**src/slxfp_pkg.sv**
```systemverilog
package slxfp_pkg;

	// Header bytes of a frame
	localparam logic [7:0] SYNC_U   = 8'h55;
	localparam logic [7:0] SYNC_N   = 8'h4E;
	localparam logic [7:0] SYNC_E   = 8'h45;
	localparam logic [7:0] SYNC_R   = 8'h52;
	localparam logic [7:0] PAD_BYTE = 8'h00;
	localparam logic [7:0] COLON    = 8'h3A;

	// XOR of all fixed header bytes; the length byte is folded in on top
	localparam logic [7:0] SEED_XOR = SYNC_U ^ SYNC_N ^ SYNC_E ^ SYNC_R ^ PAD_BYTE ^ COLON;

	// One result request
	typedef struct packed {
		logic [7:0] body_byte;
		logic       is_last;
		logic       checksum_ok;
	} result_t;

endpackage

```
**src/slxfp_parse.sv**
```systemverilog
module slxfp_parse (
	input  logic              clk,
	input  logic              arst_n,
	input  logic              item_valid,
	input  logic [7:0]        item_byte,
	input  logic              res_space,
	output logic              item_take,
	output logic              res_load,
	output slxfp_pkg::result_t res
);
	import slxfp_pkg::*;

	typedef enum logic [2:0] {
		PH_SYNC_U, PH_SYNC_N, PH_SYNC_E, PH_SYNC_R,
		PH_LEN, PH_PAD, PH_COLON, PH_BODY
	} phase_t;

	phase_t     phase_q, phase_d;
	logic [7:0] bytes_left_q, bytes_left_d;
	logic [7:0] running_xor_q, running_xor_d;
	logic [7:0] left_dec;
	logic       in_body;

	// A body byte needs room in the result register; header bytes never stall
	assign in_body   = (phase_q == PH_BODY);
	assign item_take = item_valid && (!in_body || res_space);
	assign res_load  = item_take && in_body;
	assign left_dec  = bytes_left_q - 8'd1;

	// Result fields
	always_comb begin
		res.body_byte   = item_byte;
		res.is_last     = (left_dec == 8'd0);
		res.checksum_ok = (left_dec == 8'd0) && (running_xor_q == item_byte);
	end

	// Next-state logic
	always_comb begin
		phase_d       = phase_q;
		bytes_left_d  = bytes_left_q;
		running_xor_d = running_xor_q;
		unique case (phase_q)
			PH_SYNC_U: phase_d = (item_byte == SYNC_U) ? PH_SYNC_N : PH_SYNC_U;
			PH_SYNC_N: phase_d = (item_byte == SYNC_N) ? PH_SYNC_E : PH_SYNC_U;
			PH_SYNC_E: phase_d = (item_byte == SYNC_E) ? PH_SYNC_R : PH_SYNC_U;
			PH_SYNC_R: phase_d = (item_byte == SYNC_R) ? PH_LEN : PH_SYNC_U;
			PH_LEN: begin
				bytes_left_d = item_byte;
				phase_d      = PH_PAD;
			end
			PH_PAD:    phase_d = (item_byte == PAD_BYTE) ? PH_COLON : PH_SYNC_U;
			PH_COLON: begin
				if (item_byte == COLON) begin
					running_xor_d = SEED_XOR ^ bytes_left_q;
					phase_d       = PH_BODY;
				end else begin
					phase_d = PH_SYNC_U;
				end
			end
			PH_BODY: begin
				// first byte of a zero-length frame is not folded (count wraps)
				if (bytes_left_q > 8'd1) begin
					running_xor_d = running_xor_q ^ item_byte;
				end
				bytes_left_d = left_dec;
				if (left_dec == 8'd0) begin
					phase_d = PH_SYNC_U;
				end
			end
			default: phase_d = PH_SYNC_U;
		endcase
	end

	// Parser state
	always_ff @(posedge clk or negedge arst_n) begin
		if (!arst_n) begin
			phase_q       <= PH_SYNC_U;
			bytes_left_q  <= 8'd0;
			running_xor_q <= 8'd0;
		end else if (item_take) begin
			phase_q       <= phase_d;
			bytes_left_q  <= bytes_left_d;
			running_xor_q <= running_xor_d;
		end
	end

endmodule

```
**src/slxfp_out_reg.sv**
```systemverilog
module slxfp_out_reg (
	input  logic               clk,
	input  logic               arst_n,
	input  logic               load,
	input  slxfp_pkg::result_t din,
	output logic               space,
	output logic               res_valid,
	input  logic               res_ready,
	output slxfp_pkg::result_t dout
);
	import slxfp_pkg::*;

	logic    valid_q;
	result_t data_q;

	// Room when empty or when the held request leaves this cycle
	assign space     = !valid_q || res_ready;
	assign res_valid = valid_q;
	assign dout      = data_q;

	// Valid flag
	always_ff @(posedge clk or negedge arst_n) begin
		if (!arst_n) begin
			valid_q <= 1'b0;
		end else if (space) begin
			valid_q <= load;
		end
	end

	// Payload
	always_ff @(posedge clk) begin
		if (load) begin
			data_q <= din;
		end
	end

endmodule

```
**src/sync_length_xor_frame_parser.sv**
```systemverilog
// Byte-serial frame parser for frames of the form: four sync bytes, a length
// byte, 0x00, ':', then "length" body bytes, the last of which is an XOR
// checksum over the header, the length and the preceding body bytes.
//
// Channels: rx_valid/rx_ready/rx_byte carries received bytes in;
// res_valid/res_ready/body_byte/is_last/checksum_ok carries one request per
// body byte out. Header bytes produce no output. The final body byte has
// is_last set and checksum_ok telling whether it matched the running XOR.
//
// Path: an accepted byte sits in the input register, then a body byte moves
// into the result register, whose res_valid then rises; a full result register
// holds it back in the input register. Throughput is one byte per cycle while
// the receiver does not stall, set by the parser state update between the two.
//
// Reset (arst_n low) empties both registers and returns the parser to the
// hunt for the first sync byte with count and XOR cleared. When the receiver
// stalls, the result register holds its request; header bytes keep flowing,
// and a body byte waits in the input register, after which rx_ready drops.
module sync_length_xor_frame_parser (
	input  logic       clk,
	input  logic       arst_n,
	input  logic       rx_valid,
	output logic       rx_ready,
	input  logic [7:0] rx_byte,
	output logic       res_valid,
	input  logic       res_ready,
	output logic [7:0] body_byte,
	output logic       is_last,
	output logic       checksum_ok
);
	import slxfp_pkg::*;

	logic       byte_valid_s1;
	logic [7:0] byte_s1;
	logic       item_take;
	logic       res_load;
	logic       res_space;
	result_t    res_d;
	result_t    res_q;

	// Input register
	assign rx_ready = !byte_valid_s1 || item_take;

	always_ff @(posedge clk or negedge arst_n) begin
		if (!arst_n) begin
			byte_valid_s1 <= 1'b0;
		end else if (rx_ready) begin
			byte_valid_s1 <= rx_valid;
		end
	end

	always_ff @(posedge clk) begin
		if (rx_ready && rx_valid) begin
			byte_s1 <= rx_byte;
		end
	end

	// Frame state and result formation
	slxfp_parse u_parse (
		.clk        (clk),
		.arst_n     (arst_n),
		.item_valid (byte_valid_s1),
		.item_byte  (byte_s1),
		.res_space  (res_space),
		.item_take  (item_take),
		.res_load   (res_load),
		.res        (res_d)
	);

	// Result register
	slxfp_out_reg u_out (
		.clk       (clk),
		.arst_n    (arst_n),
		.load      (res_load),
		.din       (res_d),
		.space     (res_space),
		.res_valid (res_valid),
		.res_ready (res_ready),
		.dout      (res_q)
	);

	assign body_byte   = res_q.body_byte;
	assign is_last     = res_q.is_last;
	assign checksum_ok = res_q.checksum_ok;

	// A good checksum is only ever reported on the closing byte
	a_ok_only_last: assert property (@(posedge clk) disable iff (!arst_n)
		res_valid && checksum_ok |-> is_last)
		else $error("checksum_ok set on a non-final body byte");

	// A byte waiting in the input register is neither lost nor altered
	a_s1_hold: assert property (@(posedge clk) disable iff (!arst_n)
		byte_valid_s1 && !item_take |=> byte_valid_s1 && $stable(byte_s1))
		else $error("pending input byte dropped or changed");

	// Input back-pressure only comes from a stalled result register
	a_ready_cause: assert property (@(posedge clk) disable iff (!arst_n)
		!rx_ready |-> byte_valid_s1 && res_valid && !res_ready)
		else $error("rx_ready low without an output stall");

	// A result is loaded only when the result register has room
	a_no_overwrite: assert property (@(posedge clk) disable iff (!arst_n)
		res_load |-> res_space)
		else $error("result register overwritten");

endmodule

```
**config.mk**
```make
export PLATFORM = sky130hd
export DESIGN_NAME = sync_length_xor_frame_parser
export DESIGN_NICKNAME = d
export VERILOG_FILES = /design/src/slxfp_pkg.sv /design/src/slxfp_parse.sv /design/src/slxfp_out_reg.sv /design/src/sync_length_xor_frame_parser.sv
export SDC_FILE = /design/constraint.sdc
export NUM_CORES = 1
export LEC_CHECK = 0
export BUFFER_PORTS_ARGS = -buffer_cell sky130_fd_sc_hd__buf_2
export CORE_UTILIZATION = 58
export DETAILED_ROUTE_END_ITERATION = 10
export GPL_ROUTABILITY_DRIVEN = 0
export PLACE_DENSITY_LB_ADDON = 0.2
export SYNTH_ARGS = -nofsm -noshare
export SYNTH_HDL_FRONTEND = slang
export SYNTH_HIERARCHICAL = 1
export SYNTH_SLANG_ARGS = --single-unit
```
**constraint.sdc**
```tcl
create_clock -name clk -period 3.01 [get_ports clk]
set_clock_uncertainty 0.05 [all_clocks]
set_input_delay 0.903 -clock clk [delete_from_list [all_inputs] [get_ports clk]]
set_output_delay 0.903 -clock clk [all_outputs]
set_load 0.1 [all_outputs]
```
==> flow_metrics.env <==
export IMPL_outcome="finished clean"
export IMPL_drt_wl_total_mm=4.69
export IMPL_placeableCoreArea_um2=3690
export IMPL_path_delay_family="buffers and inverters"
export IMPL_area_growth_pct=7.62
export IMPL_hpwl_mm=3.15
export IMPL_fin_crit_sh_pct=97.0
export IMPL_die_y_um=64.3
export IMPL_clockBufferDepth=2
export IMPL_hold_class="register to register"
export IMPL_die_area_um2=4130
export IMPL_crit_type="primary input to output port"
export IMPL_die_w_um=64.3
export IMPL_fin_nets=256
export IMPL_hold_ws_ns=0.507
export IMPL_slowest_stage="buf_2"
export IMPL_slew_viol_final=0
export IMPL_total_power_mw=1.73
export IMPL_ys_types=47
export IMPL_synthCells=232
export IMPL_final_cell_area_um2=2420
export IMPL_post_cts_buffers=0
export IMPL_path_buf_inv=3
export IMPL_portBuffers=23
export IMPL_track_usage_pct=25.5
export IMPL_p_leak_nw=0.982
export IMPL_synth_ff_type="dfrtp_1"
export IMPL_arrival_ns=1.97
export IMPL_cpPeakStageDelay_ns=0.29
export IMPL_critPathMaxFanout=3
export IMPL_wire_per_inst_um=16.2
export IMPL_stdcell_count=290
export IMPL_cts_resized=0
export IMPL_first_global_vias=1570
export IMPL_synth_edff_count=18
export IMPL_drt_initial_drc_count=202
export IMPL_grt_overflow_total=0
export IMPL_ant_nets=0
export IMPL_drive_gt1_share_pct=19.0
export IMPL_dr_pass1_iters=8
export IMPL_ys_seq_elements=39
export IMPL_syn_avg_cell_area_um2=9.70
export IMPL_vias=1774
export IMPL_ir_drop_v=0.000469
export IMPL_tightest_slew_ns=0.866
export IMPL_endpoint_kind="output port"
export IMPL_cts_root_buf="clkbuf_8"
export IMPL_synth_area_um2=2250
export IMPL_period_needed_ns=2.92
export IMPL_io_pins=24
export IMPL_final_common_cell="o21ai_0"
export IMPL_crit_path_start_kind="primary input"
export IMPL_vias_per_cell=6.12
export IMPL_rows=22
export IMPL_h_tree_depth=2
export IMPL_slew_headroom_pct=42.1
export IMPL_worstPathCellList="buf_2 -> nand2b_4 -> o21ai_0 -> inv_1 -> nand2b_4 -> buf_2"
export IMPL_cts_tree="done"
export IMPL_clock_sinks=39
export IMPL_grt_pass1_wl_mm=7.87
export IMPL_synth_async_reset_ratio_pct=53.8
export IMPL_max_freq_ghz=0.342
export IMPL_dp_cells=282
export IMPL_antenna_found_initial=0
export IMPL_placed_area_um2=2310
export IMPL_cts_clk_slew_worst_paths_ns=0.08
export IMPL_cts_made_buffers=5
export IMPL_powerDensity_nw_per_um2=714
export IMPL_final_cell_mix="o21ai_0, buf_2, dfrtp_1"
export IMPL_start_util_pct=61.0
export IMPL_final_setup_viol_count=0
export IMPL_drc_errors=0
export IMPL_syn_nets=247
export IMPL_insertion_delay_ns=0.30
export IMPL_fin_setup_tns_ns=0
export IMPL_postCtsHoldBufs=0
export IMPL_grt_max_degree=36
export IMPL_antennaDiodeCount=0
export IMPL_hold_violations=0
export IMPL_yosysWarnings=6
export IMPL_cp_required_ns=2.06
export IMPL_rsz0062_at_grt="no"
export IMPL_drv_cap=0
export IMPL_yosysSeqAreaShare_pct=47.4
power by group:
group	switching (mW)	internal (mW)	total [mW]
Combinational	0.219	0.201	0.419
Clock	0.195	0.247	0.442
Sequential	0.194	0.674	0.868
cells in the mapped netlist, types with 4 or more instances:
| master | number | area share (%) |
|---|---|---|
| dfrtp_1 | 21 | 23 |
| nor3_1 | 4 | 0.89 |
| nor4b_1 | 5 | 1.9 |
| clkbuf_1 | 9 | 1.5 |
| nand2_1 | 9 | 1.5 |
| inv_1 | 13 | 2.2 |
| nor2_1 | 20 | 3.3 |
| xor2_1 | 8 | 3.1 |
| buf_4 | 9 | 3.0 |
| a21oi_1 | 18 | 4.0 |
| buf_2 | 6 | 1.3 |
| nand3_1 | 9 | 2.0 |
| o21ai_0 | 25 | 5.6 |
| a22o_1 | 4 | 1.6 |
| a22oi_1 | 5 | 1.7 |
| edfxtp_1 | 18 | 24 |
kinds of logic after synthesis:
logic type | synth area share, %
adders and majority gates | 1.67
buffers and inverters | 9.00
DFF | 47.4
xor gates and xnor gates | 3.11
AOI/OAI and AO/OA | 21.5
and+or+nand+nor | 17.3
tightest hold or removal path, delay by kind of cell (launching register included):
| kind | cells | cell delay (ns) |
|---|---|---|
| flops | 1 | 0.40 |
| simple gates | 2 | 0.13 |
final cells by class:
| cell class | instances | area (µm²) |
|---|---|---|
| Fill cell | 313 | 1270 |
| Sequential cell | 39 | 1070 |
| Multi-Input combinational cell | 154 | 982 |
| Timing Repair Buffer | 28 | 153 |
| Clock buffer | 5 | 68.8 |
| Tap cell | 48 | 60.1 |
| Inverter | 13 | 48.8 |
| Clock inverter | 3 | 43.8 |
routing by layer:
layer | wire length, µm | share of wire [%] | global-route usage, %
met2 | 2150 | 46 | 38.6
met5 | 0 | 0 | 0
met3 | 315 | 6.7 | 5.71
met4 | 42 | 0.89 | 7.78
met1 | 2190 | 47 | 36.5
metrics by stage:
stage | utilization (%) | setup slack [ns]
final | 65.7 | 0.0901
after CTS | 65.7 | 0.0798
after detailed placement | 62.6 | 0.103
after global placement | 62.6 | 0.170
after floorplan | - | 0.239
after global routing | 65.7 | 0.0462
state kept, by name (all words and copies together) (netlist names):
register               cells
byte_s1                    8
byte_valid_s1              1
u_out/dout                10
u_out/res_valid            1
u_parse/bytes_left_q       8
u_parse/phase_q            3
u_parse/running_xor_q      8
final timing paths:
check | start | end | slack [ns] | cells after the start
setup / recovery | res_ready | rx_ready | 0.09 | 6
hold / removal | u_out/res_valid | u_out/res_valid | 0.51 | 2
setup reg to reg | u_parse/bytes_left_q[1] | u_out/dout[0] | 0.46 | 7
hold reg to reg | u_out/res_valid | u_out/res_valid | 0.51 | 2
max in group asynchronous | arst_n | u_parse/phase_q[2] | 2.05 | 1
min in group asynchronous | arst_n | u_parse/running_xor_q[5] | 0.52 | 1
(Power assumes the default switching activity.)
